`src/rtl/pcmr_pkg.sv`:
```
package pcmr_pkg;

    localparam int MAX_FRAMES  = 1048576;
    localparam int MAX_RESULTS = 52;
    localparam int FRAME_W     = $clog2(MAX_FRAMES);
    localparam int RATE_W      = 18;
    localparam int SAMPLE_W    = 16;
    localparam int FRAC_W      = 32;
    localparam int STEP_W      = RATE_W + FRAC_W;
    localparam int POS_W       = 64;
    localparam int TOT_W       = FRAME_W + 1 + RATE_W + 1;
    localparam int EMIT_W      = 42;
    localparam int N_W         = $clog2(MAX_RESULTS + 1);
    localparam int CFG_IDX_W   = 2;
    localparam int FIFO_DEPTH  = 2;

    localparam logic [CFG_IDX_W-1:0] REG_WIDE     = 2'd0;
    localparam logic [CFG_IDX_W-1:0] REG_STEREO   = 2'd1;
    localparam logic [CFG_IDX_W-1:0] REG_IN_RATE  = 2'd2;
    localparam logic [CFG_IDX_W-1:0] REG_OUT_RATE = 2'd3;

    localparam logic [RATE_W-1:0] RATE_RESET = RATE_W'(44100);
    localparam logic [7:0]        U8_BIAS    = 8'h80;

    typedef struct packed {
        logic signed [SAMPLE_W-1:0] l;
        logic signed [SAMPLE_W-1:0] r;
        logic                       last;
        logic [FRAME_W-1:0]         k;
    } item_t;

    typedef struct packed {
        logic [RATE_W-1:0] rin;
        logic [RATE_W-1:0] rout;
        logic              chg;
    } rate_t;

endpackage

```
`src/rtl/pcm_convert_linear_resampler.sv`:
```
// Channel | Dir | Signals                                  | Payload
// s       | in  | s_tvalid s_tready s_tdata s_tlast        | first/second_sample; last_frame
// m       | out | m_tvalid m_tready m_tdata m_tlast m_tuser | left/right_out; run_end; buffer_end
// cfg     | in  | cfg_en cfg_index cfg_data                | register write, no read-back
// Each interpolated result passes the back sequencer in S_LOOP (multiply), then S_ADD (add);
// each flushed tail result is made in S_FLUSH alone.
// A shared bit-serial divider computes the step after any rate write, the total on a last
// frame, and the skip over dropped outputs when a non-last frame hits 52 results.
// Reset clears all buffer state; the step is recomputed on the first frame after reset.
// A two-entry queue lets the input side accept while the back side stalls on m_tready.
module pcm_convert_linear_resampler
(
    input  logic                           clk,
    input  logic                           rst_n,
    input  logic                           s_tvalid,
    output logic                           s_tready,
    input  logic [31:0]                    s_tdata,   // first_sample[15:0], second_sample[31:16]
    input  logic                           s_tlast,
    output logic                           m_tvalid,
    input  logic                           m_tready,
    output logic [31:0]                    m_tdata,   // left_out[15:0], right_out[31:16]
    output logic                           m_tlast,
    output logic                           m_tuser,   // buffer_end[0]
    input  logic                           cfg_en,
    input  logic [pcmr_pkg::CFG_IDX_W-1:0] cfg_index,
    input  logic [pcmr_pkg::RATE_W-1:0]    cfg_data
);

    logic            q_full;
    logic            q_push;
    logic            q_pop;
    logic            q_valid;
    pcmr_pkg::item_t q_in;
    pcmr_pkg::item_t q_head;
    pcmr_pkg::rate_t rates;

    pcmr_front u_front
    (
        .clk       (clk),
        .rst_n     (rst_n),
        .s_tvalid  (s_tvalid),
        .s_tready  (s_tready),
        .s_tdata   (s_tdata),
        .s_tlast   (s_tlast),
        .cfg_en    (cfg_en),
        .cfg_index (cfg_index),
        .cfg_data  (cfg_data),
        .q_full    (q_full),
        .q_push    (q_push),
        .q_item    (q_in),
        .rates     (rates)
    );

    pcmr_fifo u_fifo
    (
        .clk       (clk),
        .rst_n     (rst_n),
        .push      (q_push),
        .push_item (q_in),
        .full      (q_full),
        .pop       (q_pop),
        .not_empty (q_valid),
        .head      (q_head)
    );

    pcmr_back u_back
    (
        .clk      (clk),
        .rst_n    (rst_n),
        .q_valid  (q_valid),
        .q_item   (q_head),
        .q_pop    (q_pop),
        .rates    (rates),
        .m_tvalid (m_tvalid),
        .m_tready (m_tready),
        .m_tdata  (m_tdata),
        .m_tlast  (m_tlast),
        .m_tuser  (m_tuser)
    );

endmodule

```
`src/rtl/pcmr_front.sv`:
```
module pcmr_front
(
    input  logic                              clk,
    input  logic                              rst_n,
    input  logic                              s_tvalid,
    output logic                              s_tready,
    input  logic [31:0]                       s_tdata,
    input  logic                              s_tlast,
    input  logic                              cfg_en,
    input  logic [pcmr_pkg::CFG_IDX_W-1:0]    cfg_index,
    input  logic [pcmr_pkg::RATE_W-1:0]       cfg_data,
    input  logic                              q_full,
    output logic                              q_push,
    output pcmr_pkg::item_t                   q_item,
    output pcmr_pkg::rate_t                   rates
);

    logic                          wide_reg;
    logic                          stereo_reg;
    logic [pcmr_pkg::RATE_W-1:0]   rin_reg;
    logic [pcmr_pkg::RATE_W-1:0]   rout_reg;
    logic [pcmr_pkg::FRAME_W-1:0]  k_reg;
    logic [pcmr_pkg::FRAME_W-1:0]  k_next;
    logic [pcmr_pkg::SAMPLE_W-1:0] cl;
    logic [pcmr_pkg::SAMPLE_W-1:0] cr;
    logic                          last;

    function automatic logic [pcmr_pkg::SAMPLE_W-1:0] conv(input logic wide,
                                                           input logic [15:0] raw);
        logic [7:0] b;
        b = raw[7:0] ^ pcmr_pkg::U8_BIAS;
        return wide ? raw : {b, 8'h00};
    endfunction

    assign s_tready = !q_full;
    assign q_push   = s_tvalid && !q_full;

    assign cl   = conv(wide_reg, s_tdata[15:0]);
    assign cr   = stereo_reg ? conv(wide_reg, s_tdata[31:16]) : cl;
    assign last = s_tlast || (k_reg == pcmr_pkg::FRAME_W'(pcmr_pkg::MAX_FRAMES - 1));

    assign q_item.l    = $signed(cl);
    assign q_item.r    = $signed(cr);
    assign q_item.last = last;
    assign q_item.k    = k_reg;

    assign rates.rin  = (rin_reg == '0) ? pcmr_pkg::RATE_W'(1) : rin_reg;
    assign rates.rout = (rout_reg == '0) ? pcmr_pkg::RATE_W'(1) : rout_reg;
    assign rates.chg  = cfg_en && (cfg_index == pcmr_pkg::REG_IN_RATE ||
                                   cfg_index == pcmr_pkg::REG_OUT_RATE);

    always_comb
    begin
        k_next = k_reg;
        if (q_push)
        begin
            k_next = last ? '0 : k_reg + 1'b1;
        end
    end

    always_ff @(posedge clk or negedge rst_n)
    begin
        if (!rst_n)
        begin
            wide_reg   <= 1'b1;
            stereo_reg <= 1'b1;
            rin_reg    <= pcmr_pkg::RATE_RESET;
            rout_reg   <= pcmr_pkg::RATE_RESET;
            k_reg      <= '0;
        end
        else
        begin
            k_reg <= k_next;
            if (cfg_en)
            begin
                unique case (cfg_index)
                    pcmr_pkg::REG_WIDE:     wide_reg   <= cfg_data[0];
                    pcmr_pkg::REG_STEREO:   stereo_reg <= cfg_data[0];
                    pcmr_pkg::REG_IN_RATE:  rin_reg    <= cfg_data;
                    pcmr_pkg::REG_OUT_RATE: rout_reg   <= cfg_data;
                    default: ;
                endcase
            end
        end
    end

endmodule

```
`src/rtl/pcmr_fifo.sv`:
```
module pcmr_fifo
(
    input  logic            clk,
    input  logic            rst_n,
    input  logic            push,
    input  pcmr_pkg::item_t push_item,
    output logic            full,
    input  logic            pop,
    output logic            not_empty,
    output pcmr_pkg::item_t head
);

    localparam int AW = (pcmr_pkg::FIFO_DEPTH > 1) ? $clog2(pcmr_pkg::FIFO_DEPTH) : 1;
    localparam int CW = $clog2(pcmr_pkg::FIFO_DEPTH + 1);

    pcmr_pkg::item_t mem_reg [pcmr_pkg::FIFO_DEPTH];
    logic [AW-1:0]   wr_reg;
    logic [AW-1:0]   rd_reg;
    logic [CW-1:0]   cnt_reg;
    logic [AW-1:0]   wr_next;
    logic [AW-1:0]   rd_next;
    logic [CW-1:0]   cnt_next;

    assign full      = (cnt_reg == CW'(pcmr_pkg::FIFO_DEPTH));
    assign not_empty = (cnt_reg != '0);
    assign head      = mem_reg[rd_reg];

    always_comb
    begin
        wr_next  = wr_reg;
        rd_next  = rd_reg;
        cnt_next = cnt_reg;
        if (push)
        begin
            wr_next = (wr_reg == AW'(pcmr_pkg::FIFO_DEPTH - 1)) ? '0 : wr_reg + 1'b1;
        end
        if (pop)
        begin
            rd_next = (rd_reg == AW'(pcmr_pkg::FIFO_DEPTH - 1)) ? '0 : rd_reg + 1'b1;
        end
        if (push && !pop)
        begin
            cnt_next = cnt_reg + 1'b1;
        end
        else if (pop && !push)
        begin
            cnt_next = cnt_reg - 1'b1;
        end
    end

    always_ff @(posedge clk)
    begin
        if (push)
        begin
            mem_reg[wr_reg] <= push_item;
        end
    end

    always_ff @(posedge clk or negedge rst_n)
    begin
        if (!rst_n)
        begin
            wr_reg  <= '0;
            rd_reg  <= '0;
            cnt_reg <= '0;
        end
        else
        begin
            wr_reg  <= wr_next;
            rd_reg  <= rd_next;
            cnt_reg <= cnt_next;
        end
    end

endmodule

```
`src/rtl/pcmr_div.sv`:
```
module pcmr_div
(
    input  logic                          clk,
    input  logic                          rst_n,
    input  logic                          start,
    input  logic [pcmr_pkg::POS_W-1:0]    dividend,
    input  logic [pcmr_pkg::STEP_W-1:0]   divisor,
    output logic                          busy,
    output logic                          done,
    output logic [pcmr_pkg::POS_W-1:0]    quotient,
    output logic [pcmr_pkg::STEP_W-1:0]   remainder
);

    localparam int CNT_W = $clog2(pcmr_pkg::POS_W + 1);

    logic                          busy_reg;
    logic                          done_reg;
    logic [CNT_W-1:0]              cnt_reg;
    logic [pcmr_pkg::POS_W-1:0]    quo_reg;
    logic [pcmr_pkg::STEP_W-1:0]   rem_reg;
    logic [pcmr_pkg::STEP_W-1:0]   dvs_reg;
    logic [pcmr_pkg::STEP_W:0]     trial;
    logic                          fits;

    assign trial = {rem_reg, quo_reg[pcmr_pkg::POS_W-1]};
    assign fits  = (trial >= {1'b0, dvs_reg});

    assign busy      = busy_reg;
    assign done      = done_reg;
    assign quotient  = quo_reg;
    assign remainder = rem_reg;

    always_ff @(posedge clk)
    begin
        if (start)
        begin
            quo_reg <= dividend;
            rem_reg <= '0;
            dvs_reg <= divisor;
        end
        else if (busy_reg)
        begin
            quo_reg <= {quo_reg[pcmr_pkg::POS_W-2:0], fits};
            rem_reg <= fits ? pcmr_pkg::STEP_W'(trial - {1'b0, dvs_reg})
                            : pcmr_pkg::STEP_W'(trial);
        end
    end

    always_ff @(posedge clk or negedge rst_n)
    begin
        if (!rst_n)
        begin
            busy_reg <= 1'b0;
            done_reg <= 1'b0;
            cnt_reg  <= '0;
        end
        else
        begin
            done_reg <= 1'b0;
            if (start)
            begin
                busy_reg <= 1'b1;
                cnt_reg  <= '0;
            end
            else if (busy_reg)
            begin
                cnt_reg <= cnt_reg + 1'b1;
                if (cnt_reg == CNT_W'(pcmr_pkg::POS_W - 1))
                begin
                    busy_reg <= 1'b0;
                    done_reg <= 1'b1;
                end
            end
        end
    end

endmodule

```
`src/rtl/pcmr_back.sv`:
```
module pcmr_back
(
    input  logic            clk,
    input  logic            rst_n,
    input  logic            q_valid,
    input  pcmr_pkg::item_t q_item,
    output logic            q_pop,
    input  pcmr_pkg::rate_t rates,
    output logic            m_tvalid,
    input  logic            m_tready,
    output logic [31:0]     m_tdata,
    output logic            m_tlast,
    output logic            m_tuser
);

    typedef enum logic [8:0] {
        S_IDLE   = 9'b000000001,
        S_STEP   = 9'b000000010,
        S_TMUL   = 9'b000000100,
        S_TDIV   = 9'b000001000,
        S_LOOP   = 9'b000010000,
        S_ADD    = 9'b000100000,
        S_SKIP   = 9'b001000000,
        S_FLUSH  = 9'b010000000,
        S_FINISH = 9'b100000000
    } state_t;

    localparam int SW = pcmr_pkg::SAMPLE_W;

    state_t                            state_reg, state_next;
    pcmr_pkg::item_t                   cur_reg, cur_next;
    logic [pcmr_pkg::STEP_W-1:0]       step_reg, step_next;
    logic                              step_ok_reg, step_ok_next;
    logic [pcmr_pkg::TOT_W-2:0]        tmul_reg, tmul_next;
    logic [pcmr_pkg::TOT_W-1:0]        total_reg, total_next;
    logic [pcmr_pkg::POS_W-1:0]        pos_reg, pos_next;
    logic [pcmr_pkg::EMIT_W-1:0]       emit_reg, emit_next;
    logic [pcmr_pkg::N_W-1:0]          n_reg, n_next;
    logic signed [SW-1:0]              held_l_reg, held_l_next;
    logic signed [SW-1:0]              held_r_reg, held_r_next;
    logic signed [2*SW+1:0]            mul_l_reg, mul_l_next;
    logic signed [2*SW+1:0]            mul_r_reg, mul_r_next;
    logic                              pend_valid_reg, pend_valid_next;
    logic signed [SW-1:0]              pend_l_reg, pend_l_next;
    logic signed [SW-1:0]              pend_r_reg, pend_r_next;
    logic                              out_valid_reg, out_valid_next;
    logic [31:0]                       out_data_reg, out_data_next;
    logic                              out_run_reg, out_run_next;
    logic                              out_buf_reg, out_buf_next;

    logic                              div_start;
    logic [pcmr_pkg::POS_W-1:0]        div_num;
    logic [pcmr_pkg::STEP_W-1:0]       div_den;
    logic                              div_busy;
    logic                              div_done;
    logic [pcmr_pkg::POS_W-1:0]        div_quo;
    logic [pcmr_pkg::STEP_W-1:0]       div_rem;

    logic                              out_free;
    logic                              pos_lt;
    logic                              n_ok;
    logic                              tot_ok;
    logic [pcmr_pkg::POS_W-1:0]        skip_num;
    logic signed [SW:0]                diff_l, diff_r;
    logic signed [SW:0]                frac_s;
    logic signed [SW+1:0]              q_l, q_r;
    logic signed [SW+1:0]              sum_l, sum_r;
    state_t                            work_state;

    pcmr_div u_div
    (
        .clk       (clk),
        .rst_n     (rst_n),
        .start     (div_start),
        .dividend  (div_num),
        .divisor   (div_den),
        .busy      (div_busy),
        .done      (div_done),
        .quotient  (div_quo),
        .remainder (div_rem)
    );

    assign out_free = !out_valid_reg || m_tready;
    assign pos_lt   = pos_reg[pcmr_pkg::POS_W-1:pcmr_pkg::FRAC_W] <
                      pcmr_pkg::FRAC_W'(cur_reg.k);
    assign n_ok     = n_reg < pcmr_pkg::N_W'(pcmr_pkg::MAX_RESULTS);
    assign tot_ok   = emit_reg < pcmr_pkg::EMIT_W'(total_reg);
    assign skip_num = ({pcmr_pkg::FRAC_W'(cur_reg.k), pcmr_pkg::FRAC_W'(0)} - pos_reg)
                      + pcmr_pkg::POS_W'(step_reg) - 1'b1;

    assign frac_s = $signed({1'b0, pos_reg[pcmr_pkg::FRAC_W-1:pcmr_pkg::FRAC_W-SW]});
    assign diff_l = $signed({cur_reg.l[SW-1], cur_reg.l}) - $signed({held_l_reg[SW-1], held_l_reg});
    assign diff_r = $signed({cur_reg.r[SW-1], cur_reg.r}) - $signed({held_r_reg[SW-1], held_r_reg});
    assign q_l    = mul_l_reg[2*SW+1:SW];
    assign q_r    = mul_r_reg[2*SW+1:SW];
    assign sum_l  = $signed({{2{held_l_reg[SW-1]}}, held_l_reg}) + q_l;
    assign sum_r  = $signed({{2{held_r_reg[SW-1]}}, held_r_reg}) + q_r;

    assign m_tvalid = out_valid_reg;
    assign m_tdata  = out_data_reg;
    assign m_tlast  = out_run_reg;
    assign m_tuser  = out_buf_reg;

    always_comb
    begin
        if (cur_next.last)
        begin
            work_state = S_TMUL;
        end
        else if (cur_next.k != '0)
        begin
            work_state = S_LOOP;
        end
        else
        begin
            work_state = S_FINISH;
        end
    end

    always_comb
    begin
        state_next      = state_reg;
        cur_next        = cur_reg;
        step_next       = step_reg;
        step_ok_next    = step_ok_reg && !rates.chg;
        tmul_next       = tmul_reg;
        total_next      = total_reg;
        pos_next        = pos_reg;
        emit_next       = emit_reg;
        n_next          = n_reg;
        held_l_next     = held_l_reg;
        held_r_next     = held_r_reg;
        mul_l_next      = mul_l_reg;
        mul_r_next      = mul_r_reg;
        pend_valid_next = pend_valid_reg;
        pend_l_next     = pend_l_reg;
        pend_r_next     = pend_r_reg;
        out_valid_next  = out_valid_reg && !m_tready;
        out_data_next   = out_data_reg;
        out_run_next    = out_run_reg;
        out_buf_next    = out_buf_reg;
        q_pop           = 1'b0;
        div_start       = 1'b0;
        div_num         = {pcmr_pkg::FRAC_W'(rates.rin), pcmr_pkg::FRAC_W'(0)};
        div_den         = pcmr_pkg::STEP_W'(rates.rout);

        unique case (state_reg)
            S_IDLE:
            begin
                if (q_valid)
                begin
                    q_pop    = 1'b1;
                    cur_next = q_item;
                    n_next   = '0;
                    if (!step_ok_reg)
                    begin
                        div_start  = 1'b1;
                        state_next = S_STEP;
                    end
                    else
                    begin
                        state_next = work_state;
                    end
                end
            end
            S_STEP:
            begin
                if (div_done)
                begin
                    step_next    = pcmr_pkg::STEP_W'(div_quo);
                    step_ok_next = 1'b1;
                    state_next   = work_state;
                end
            end
            S_TMUL:
            begin
                tmul_next  = (pcmr_pkg::TOT_W - 1)'((pcmr_pkg::FRAME_W + 1)'(cur_reg.k) + 1'b1)
                             * (pcmr_pkg::TOT_W - 1)'(rates.rout);
                state_next = S_TDIV;
            end
            S_TDIV:
            begin
                if (!div_busy && !div_done)
                begin
                    div_start = 1'b1;
                end
                div_num = pcmr_pkg::POS_W'(tmul_reg) + pcmr_pkg::POS_W'(rates.rin) - 1'b1;
                div_den = pcmr_pkg::STEP_W'(rates.rin);
                if (div_done)
                begin
                    total_next = pcmr_pkg::TOT_W'(div_quo);
                    state_next = (cur_reg.k != '0) ? S_LOOP : S_FLUSH;
                end
            end
            S_LOOP:
            begin
                if (pos_lt && n_ok && (!cur_reg.last || tot_ok))
                begin
                    mul_l_next = diff_l * frac_s;
                    mul_r_next = diff_r * frac_s;
                    pos_next   = pos_reg + pcmr_pkg::POS_W'(step_reg);
                    emit_next  = emit_reg + 1'b1;
                    n_next     = n_reg + 1'b1;
                    state_next = S_ADD;
                end
                else if (cur_reg.last)
                begin
                    state_next = S_FLUSH;
                end
                else if (pos_lt)
                begin
                    div_start  = 1'b1;
                    div_num    = skip_num;
                    div_den    = step_reg;
                    state_next = S_SKIP;
                end
                else
                begin
                    state_next = S_FINISH;
                end
            end
            S_ADD:
            begin
                if (!pend_valid_reg || out_free)
                begin
                    if (pend_valid_reg)
                    begin
                        out_valid_next = 1'b1;
                        out_data_next  = {pend_r_reg, pend_l_reg};
                        out_run_next   = 1'b0;
                        out_buf_next   = 1'b0;
                    end
                    pend_valid_next = 1'b1;
                    pend_l_next     = SW'(sum_l);
                    pend_r_next     = SW'(sum_r);
                    state_next      = S_LOOP;
                end
            end
            S_SKIP:
            begin
                if (div_done)
                begin
                    pos_next   = pos_reg + (skip_num - pcmr_pkg::POS_W'(div_rem));
                    emit_next  = emit_reg + pcmr_pkg::EMIT_W'(div_quo);
                    state_next = S_FINISH;
                end
            end
            S_FLUSH:
            begin
                if (tot_ok && n_ok)
                begin
                    if (!pend_valid_reg || out_free)
                    begin
                        if (pend_valid_reg)
                        begin
                            out_valid_next = 1'b1;
                            out_data_next  = {pend_r_reg, pend_l_reg};
                            out_run_next   = 1'b0;
                            out_buf_next   = 1'b0;
                        end
                        pend_valid_next = 1'b1;
                        pend_l_next     = cur_reg.l;
                        pend_r_next     = cur_reg.r;
                        pos_next        = pos_reg + pcmr_pkg::POS_W'(step_reg);
                        emit_next       = emit_reg + 1'b1;
                        n_next          = n_reg + 1'b1;
                    end
                end
                else
                begin
                    state_next = S_FINISH;
                end
            end
            S_FINISH:
            begin
                if (!pend_valid_reg || out_free)
                begin
                    if (pend_valid_reg)
                    begin
                        out_valid_next = 1'b1;
                        out_data_next  = {pend_r_reg, pend_l_reg};
                        out_run_next   = 1'b1;
                        out_buf_next   = cur_reg.last;
                    end
                    pend_valid_next = 1'b0;
                    if (cur_reg.last)
                    begin
                        held_l_next = '0;
                        held_r_next = '0;
                        pos_next    = '0;
                        emit_next   = '0;
                    end
                    else
                    begin
                        held_l_next = cur_reg.l;
                        held_r_next = cur_reg.r;
                    end
                    state_next = S_IDLE;
                end
            end
            default:
            begin
                state_next = S_IDLE;
            end
        endcase
    end

    always_ff @(posedge clk)
    begin
        cur_reg      <= cur_next;
        step_reg     <= step_next;
        tmul_reg     <= tmul_next;
        total_reg    <= total_next;
        mul_l_reg    <= mul_l_next;
        mul_r_reg    <= mul_r_next;
        pend_l_reg   <= pend_l_next;
        pend_r_reg   <= pend_r_next;
        out_data_reg <= out_data_next;
        out_run_reg  <= out_run_next;
        out_buf_reg  <= out_buf_next;
    end

    always_ff @(posedge clk or negedge rst_n)
    begin
        if (!rst_n)
        begin
            state_reg      <= S_IDLE;
            step_ok_reg    <= 1'b0;
            pos_reg        <= '0;
            emit_reg       <= '0;
            n_reg          <= '0;
            held_l_reg     <= '0;
            held_r_reg     <= '0;
            pend_valid_reg <= 1'b0;
            out_valid_reg  <= 1'b0;
        end
        else
        begin
            state_reg      <= state_next;
            step_ok_reg    <= step_ok_next;
            pos_reg        <= pos_next;
            emit_reg       <= emit_next;
            n_reg          <= n_next;
            held_l_reg     <= held_l_next;
            held_r_reg     <= held_r_next;
            pend_valid_reg <= pend_valid_next;
            out_valid_reg  <= out_valid_next;
        end
    end

    a_n_bound: assert property (@(posedge clk) disable iff (!rst_n)
        n_reg <= pcmr_pkg::N_W'(pcmr_pkg::MAX_RESULTS))
        else $error("result count past limit");

    a_buf_end_run: assert property (@(posedge clk) disable iff (!rst_n)
        out_valid_reg && out_buf_reg |-> out_run_reg)
        else $error("buffer end without run end");

    a_div_start_idle: assert property (@(posedge clk) disable iff (!rst_n)
        div_start |-> !div_busy)
        else $error("divider restarted while busy");

    a_clear_on_last: assert property (@(posedge clk) disable iff (!rst_n)
        state_reg == S_FINISH && state_next == S_IDLE && cur_reg.last
        |=> pos_reg == '0 && emit_reg == '0)
        else $error("buffer state not cleared");

endmodule

```
`config.mk`:
```
export PLATFORM = sky130hd
export DESIGN_NAME = pcm_convert_linear_resampler
export DESIGN_NICKNAME = d
export VERILOG_FILES = /design/src/rtl/pcmr_pkg.sv /design/src/rtl/pcm_convert_linear_resampler.sv /design/src/rtl/pcmr_front.sv /design/src/rtl/pcmr_fifo.sv /design/src/rtl/pcmr_div.sv /design/src/rtl/pcmr_back.sv
export SDC_FILE = /design/constraint.sdc
export NUM_CORES = 2
export LEC_CHECK = 0
export BUFFER_PORTS_ARGS = -buffer_cell sky130_fd_sc_hd__buf_2
export CAP_MARGIN = 30
export CORE_MARGIN = 4
export CORE_UTILIZATION = 65
export CTS_BUF_LIST = sky130_fd_sc_hd__clkbuf_4
export CTS_CLUSTER_DIAMETER = 40
export CTS_CLUSTER_SIZE = 16
export DETAILED_ROUTE_END_ITERATION = 7
export HOLD_SLACK_MARGIN = 0.12
export PLACE_DENSITY_LB_ADDON = 0.25
export SLEW_MARGIN = 20
export SYNTH_ARGS = -nofsm -noshare
export SYNTH_HDL_FRONTEND = slang
export SYNTH_SLANG_ARGS = --single-unit
```
`constraint.sdc`:
```
create_clock -name clk -period 10.3 [get_ports clk]
set_input_delay 1.03 -clock clk [delete_from_list [all_inputs] [get_ports clk]]
set_output_delay 1.03 -clock clk [all_outputs]
set_load 0.01 [all_outputs]
```
; ---- Word-level counts from Yosys, hierarchy flattened
; Memories as Yosys holds them, arrays and structs flattened.
; Cells that the tools add are included.
; W data, S select, Z words.
[classes]
add_sub_neg = 23
n_mul = 3
n_lt_le_gt_ge = 4
n_eq_ne = 27
muxes = 112
n_bitwise = 2
reduce_logical = 55
[op_table]
columns = operator, count
row1 = $mux W64, 11
row2 = $pmux W64 S4, 1
row3 = $mux W42, 6
row4 = $mux W50, 4
row5 = $mux W16, 11
row6 = $pmux W42 S4, 1
row7 = $add A64 B50 Y64, 2
row8 = $pmux W64 S2, 1
row9 = $sub A64 B1 Y64 const B, 2
row10 = $mux W9, 13
row11 = $pmux W50 S2, 1
row12 = $mux W32, 3
row13 = $pmux W9 S9, 1
row14 = $add A64 B64 Y64, 1
row15 = $mul A17 B17 Y32, 2
row16 = $pmux W16 S2, 2
row17 = $pmux W32 S2, 1
row18 = $sub A52 B64 Y64, 1
row19 = $sub A64 B50 Y64, 1
row20 = $ge A51 B50 Y1, 1
row21 = $sub A50 B50 Y50, 1
row22 = $add A42 B1 Y42 const B, 1
row23 = $add A42 B42 Y42, 1
row24 = $lt A42 B40 Y1, 1
row25 = other kinds (55), 156
[totals]
register_bits = 703
mem_bits_rw = 106
input_bits = 58
output_inout_bits = 36
wordCells = 264
mem_count = 1
[mem_list]
columns = name, depth, width, read_ports, rd_ports_with_merged_regs, wr, line_no
row1 = u_fifo.mem_reg, 2, 53, 1, 0, 1, pcmr_fifo.sv:16  ; pcmr_pkg::item_t mem_reg [pcmr_pkg::FIFO_DEPTH];

; ---- Logic depth before layout (Yosys ltp)
[logic_depth]
depth_word = 9
mapped_depth = 39
mapped_depth_nobuf = 38

; ---- Modules after synthesis
; Synthesis repeated with hierarchy kept, for this count alone.
[hier_totals]
hier_cells = 9511
area_unflattened_um2 = 87466.4
[modules_own_cells]
columns = module, n_inst, cells_per_inst, area_per_inst_um2, seq_area_each_um2
row1 = pcmr_back, 1, 8017, 69890.8, 12102.9
row2 = pcmr_div, 1, 981, 9888.2, 4649.5
row3 = pcmr_fifo, 1, 181, 4264.1, 3283.1
row4 = pcmr_front, 1, 332, 3423.3, 1468.9

; ---- Least setup slack after synthesis
; No wires, ideal clock.
[synth_path]
kind = reg2reg
startpoint = register u_back.cur_reg[37] (netlist bit)
endpoint = register u_back.mul_l_reg[31] (data pin)
setup_ns = 0.268
t_arrival_ns = 8.498
setup_slack_ns = 1.534
path_stages_with_launch = 37
period_less_slack_ns = 8.766
cell_sequence = edfxtp_1 -> inv_1 -> ha_1 -> inv_1 -> fa_1 -> a21o_1 -> a21oi_1 -> nand2b_1 -> a21boi_0 -> o21ai_0 -> nand2b_1 -> a41oi_1 -> a21oi_1 -> a21o_1 -> a21oi_1 -> xnor2_1 -> clkbuf_1 -> nand2_1 -> fa_1 -> fa_1 -> fa_1 -> inv_1 -> fa_1 -> fa_1 -> inv_1 -> fa_1 -> inv_1 -> ha_1 -> and2_1 -> a221oi_1 -> a311o_1 -> o21ai_0 -> a21o_1 -> and2_1 -> a311o_1 -> a31o_2 -> xnor3_1
[synth_via]
elab_chain_cells = 2
[synth_lines]
columns = element, line_no
row1 = from (decl), pcmr_back.sv:31  ; pcmr_pkg::item_t cur_reg, cur_next;
row2 = from (signal assigned), pcmr_back.sv:310  ; cur_reg <= cur_next;
row3 = $sub A16 B16 Y17, pcmr_back.sv:92  ; assign diff_l = $signed({cur_reg.l[SW-1], cur_reg.l}) - $signed({held_l_reg[SW-1], held_l_reg});
row4 = $mul A17 B17 Y32, pcmr_back.sv:199  ; mul_l_next = diff_l * frac_s;
row5 = to (signal assigned), pcmr_back.sv:314  ; mul_l_reg <= mul_l_next;
row6 = to (decl), pcmr_back.sv:41  ; logic signed [2*SW+1:0] mul_l_reg, mul_l_next;
; No other way between the ends.
; A chain may end at the register's enable or synchronous reset.

; ---- Final worst setup path
[layout_path]
startpoint = register u_back.held_l_reg[1]
endpoint = register u_back.mul_l_reg[31] (data pin)
[layout_via]
elab_chain_cells = 2
[layout_lines]
columns = element, line_no
row1 = from (decl), pcmr_back.sv:39  ; logic signed [SW-1:0] held_l_reg, held_l_next;
row2 = from (signal assigned), pcmr_back.sv:344  ; held_l_reg <= held_l_next;
row3 = $sub A16 B16 Y17, pcmr_back.sv:92
row4 = $mul A17 B17 Y32, pcmr_back.sv:199
; No other way between the ends.

==> out/qor.yml <==
largest_reg_flops: 106
min_path_type: "in -> reg"
p_seq_frac: 0.416
synth_fp_nets: 10980
post-cts-setup-buffers: 0
synth.distinct_cells: 90
synth-main-ff-cell: "edfxtp_1"
worst_path_most_repeated_cell: "fa_1"
critPathCapture: "u_back.mul_l_reg[31]$_DFFE_PP_"
finalCriticalPeriod_ns: 9.866
nNetsFinal: 11040
tritoncts: "built"
peakVddDrop_mv: 0.1877
critPathCaptureType: "flip-flop"
worstMarginPinSlew_ns: 1.024
grt_use_total: 0.3697
max_stage_delay_ns: 0.55
finalSetupViolCount: 0
rows: 132
antenna_found_initial: 16
drive_gt1_frac: 0.06970
initial_core_util: 0.6562
mostFrequentLayoutCells: "inv_1, nand2_1, fa_1, ha_1, nor2_1"
ff2ff_setup_slack_ns: 0.43
cp.arrival_ns: 10.81
postRouteAntennaNets: 0
boundaryPins: 94
dpl_cell_area_sq_um: 87840
r2r_start: "u_back.held_l_reg[1]$_DFFE_PN0P_"
first_global_vias: 69790
clk_pin_slew_ns: 0.13
wl_per_cell_um: 22.38
yosys_warnings: 0
period_share: 0.9578
grt_max_degree: 84
clock_sink_count: 777
instances_no_fill: 11190
muxShareOfSynthArea: 0.01690
hold_viol: 0
grt_pass1_wl_um: 393500
synth_compound_area_frac: 0.1308
synthXorXnorAreaFrac: 0.04899
cts-htree-levels: 4
synthSimpleGateAreaFrac: 0.1469
cp-start-kind: "flip-flop"
swShare: 0.3957
drc: 0
drt_iter0_markers: 6765
die_h_um: 370.3
finalInstanceArea_sq_um: 90550
dieWidth_um: 370.3
gp_congestion: 0.9868
fmax_mhz: 101.4
yosysTopAreaCell: "fa_1"
worst-path-max-fanout: 12
firstDrtPassIters: 6
synth-async-reset-ratio: 0.2921
ys_ff_latch: 777
finClkSkew_ns: 0.1161
synth_edf_count: 479
fillCellCount: 10160
die-area_sq_um: 137100
route.vias.total: 68280
avgSynthCellArea_sq_um: 9.196
synth_top_family_by_area: "adder cells"
maxCapViolations: 0
clk_latency_ns: 1.25
grt_setup_unrepaired: "no"
slew_violations: 0
coreArea_sq_um: 130000
outcome: "finished, final reports clean"
cts_buffers: 132
cts_buffer_depth: 3
cts-root-buf: "clkbuf_4"
viasPerCell: 6.103
io_buffers: 93
setup_tns_ns: 0
grt-ovfl-total: 0
area_growth_pct: 6.164
p_clk_frac: 0.255
synth_top_area_share: 0.2138
synth_area_sq_um: 85300
synthCells: 9275
wl_um: 250400
synth_seq_area_share: 0.2521
reg2regPathDepth: 34
p_int_mw: 6.009
place_hpwl_um: 195400
p_leak_nw: 43.17
crit_slowest_cell: "xnor2_1"
pwr-share-comb: 0.329
place_inst: 10890
final_common_cell: "inv_1"
critPathKind: "reg -> reg"
required_ns: 11.24
rr_endpoint: "u_back.mul_l_reg[31]$_DFFE_PP_"
crit_start: "u_back.held_l_reg[1]$_DFFE_PN0P_"
synthAdderAreaFrac: 0.3224
synth_area_leaders: "fa_1, edfxtp_1, ha_1, inv_1, dfrtp_1"
power_density_nw_per_um2: 109.8
relSlewSlack: 0.3172
power_switching_mw: 3.935
[layer usage]
layer  track usage  vias to the layer above  wire (um)
li1              -                    30810          -
met1        0.4862                    33650      99020
met2        0.5891                     3081     114300
met3       0.07176                      732      22800
met4        0.1832                       12      14190
met5             0                        -         94
[worst min path at each step]
| stage | end | cells after the start | slack, ns | startpoint |
|---|---|---|---|---|
| 3_5_place_dp | u_back.m_tdata[6]$_DFFE_PP_ | 0 | 0.40 | u_back.pend_l_reg[6]$_DFFE_PP_ |
| 2_1_floorplan | u_back.m_tdata[0]$_DFFE_PP_ | 0 | 0.40 | u_back.pend_l_reg[0]$_DFFE_PP_ |
| 5_1_grt | u_fifo.mem_reg[0][26]$_DFFE_PP_ | 3 | 0.18 | s_tdata[21] |
| 4_1_cts | u_fifo.mem_reg[0][27]$_DFFE_PP_ | 3 | 0.12 | s_tdata[6] |
| 3_3_place_gp | u_back.m_tdata[16]$_DFFE_PP_ | 0 | 0.40 | u_back.pend_r_reg[0]$_DFFE_PP_ |
| 6_report | u_fifo.mem_reg[1][27]$_DFFE_PP_ | 3 | 0.26 | s_tdata[6] |
[critical path: cells and delay by family, from the launching register on]
family / cells / cell delay, ns
flops: 1 / 0.41
simple gates: 4 / 0.76
compound gates: 15 / 3.33
fa+ha+maj: 8 / 3.60
xor+xnor: 2 / 0.90
buf+inv: 5 / 0.58
[logic make-up (layout without fill, tap and decap cells)]
logic type,Yosys count,in the layout
AO/OA/AOI/OAI,1752,1752
XOR/XNOR,474,474
adder cells (fa/ha/maj),1651,1651
buffers and inverters,1854,2019
flip-flops,777,777
multiplexers,134,134
other,0,7
AND/OR/NAND/NOR,2633,2633
[final cells by class]
class	instances	area (sq um)	share of cell area
antenna	7	17.52	0.0001934
multi-input combinational	6644	56980	0.6293
clock buffer	149	1119	0.01235
sequential	777	21510	0.2375
tap	1742	2180	0.02407
timing repair buffer	283	2111	0.02331
inverter	1492	5603	0.06187
clock inverter	95	1035	0.01143
[power by group through the flow]
stage	clock network [mW]	logic (mW)	registers, mW
3_5_place_dp	0	3.15	4.17
2_1_floorplan	0	2.30	3.93
5_1_grt	2.73	3.55	4.15
4_1_cts	2.58	3.18	4.10
3_3_place_gp	0	3.10	4.15
6_report	2.54	3.27	4.13
[Yosys cell counts, drive strengths merged, types with 150 or more instances]
library cell	n
inv	1491
nand2	981
fa	911
ha	740
nor2	545
a21oi	510
edfxtp	479
o21ai	417
and2	402
clkbuf	345
xnor2	322
dfrtp	212
a21o	185
xor2	150
[stage by stage]
step	setup slack, ns	power, mW	hold slack [ns]	utilization
after floorplan	1.534	6.231	0.4003	-
after CTS	0.4587	9.866	0.1212	0.6955
after global routing	0.03021	10.43	0.1801	0.6967
after global placement	0.8063	7.257	0.4002	0.6753
after detailed placement	0.5439	7.317	0.4045	0.6758
final	0.4343	9.944	0.2592	0.6967
[what timing repair did]
item / in CTS / in global routing
gates resized for setup: 0 / 1
setup endpoints to repair: 0 / 1
hold endpoints to repair: 114 / 0
hold buffers: 41 / 0
Note: power is estimated with default switching activity, not from simulation.
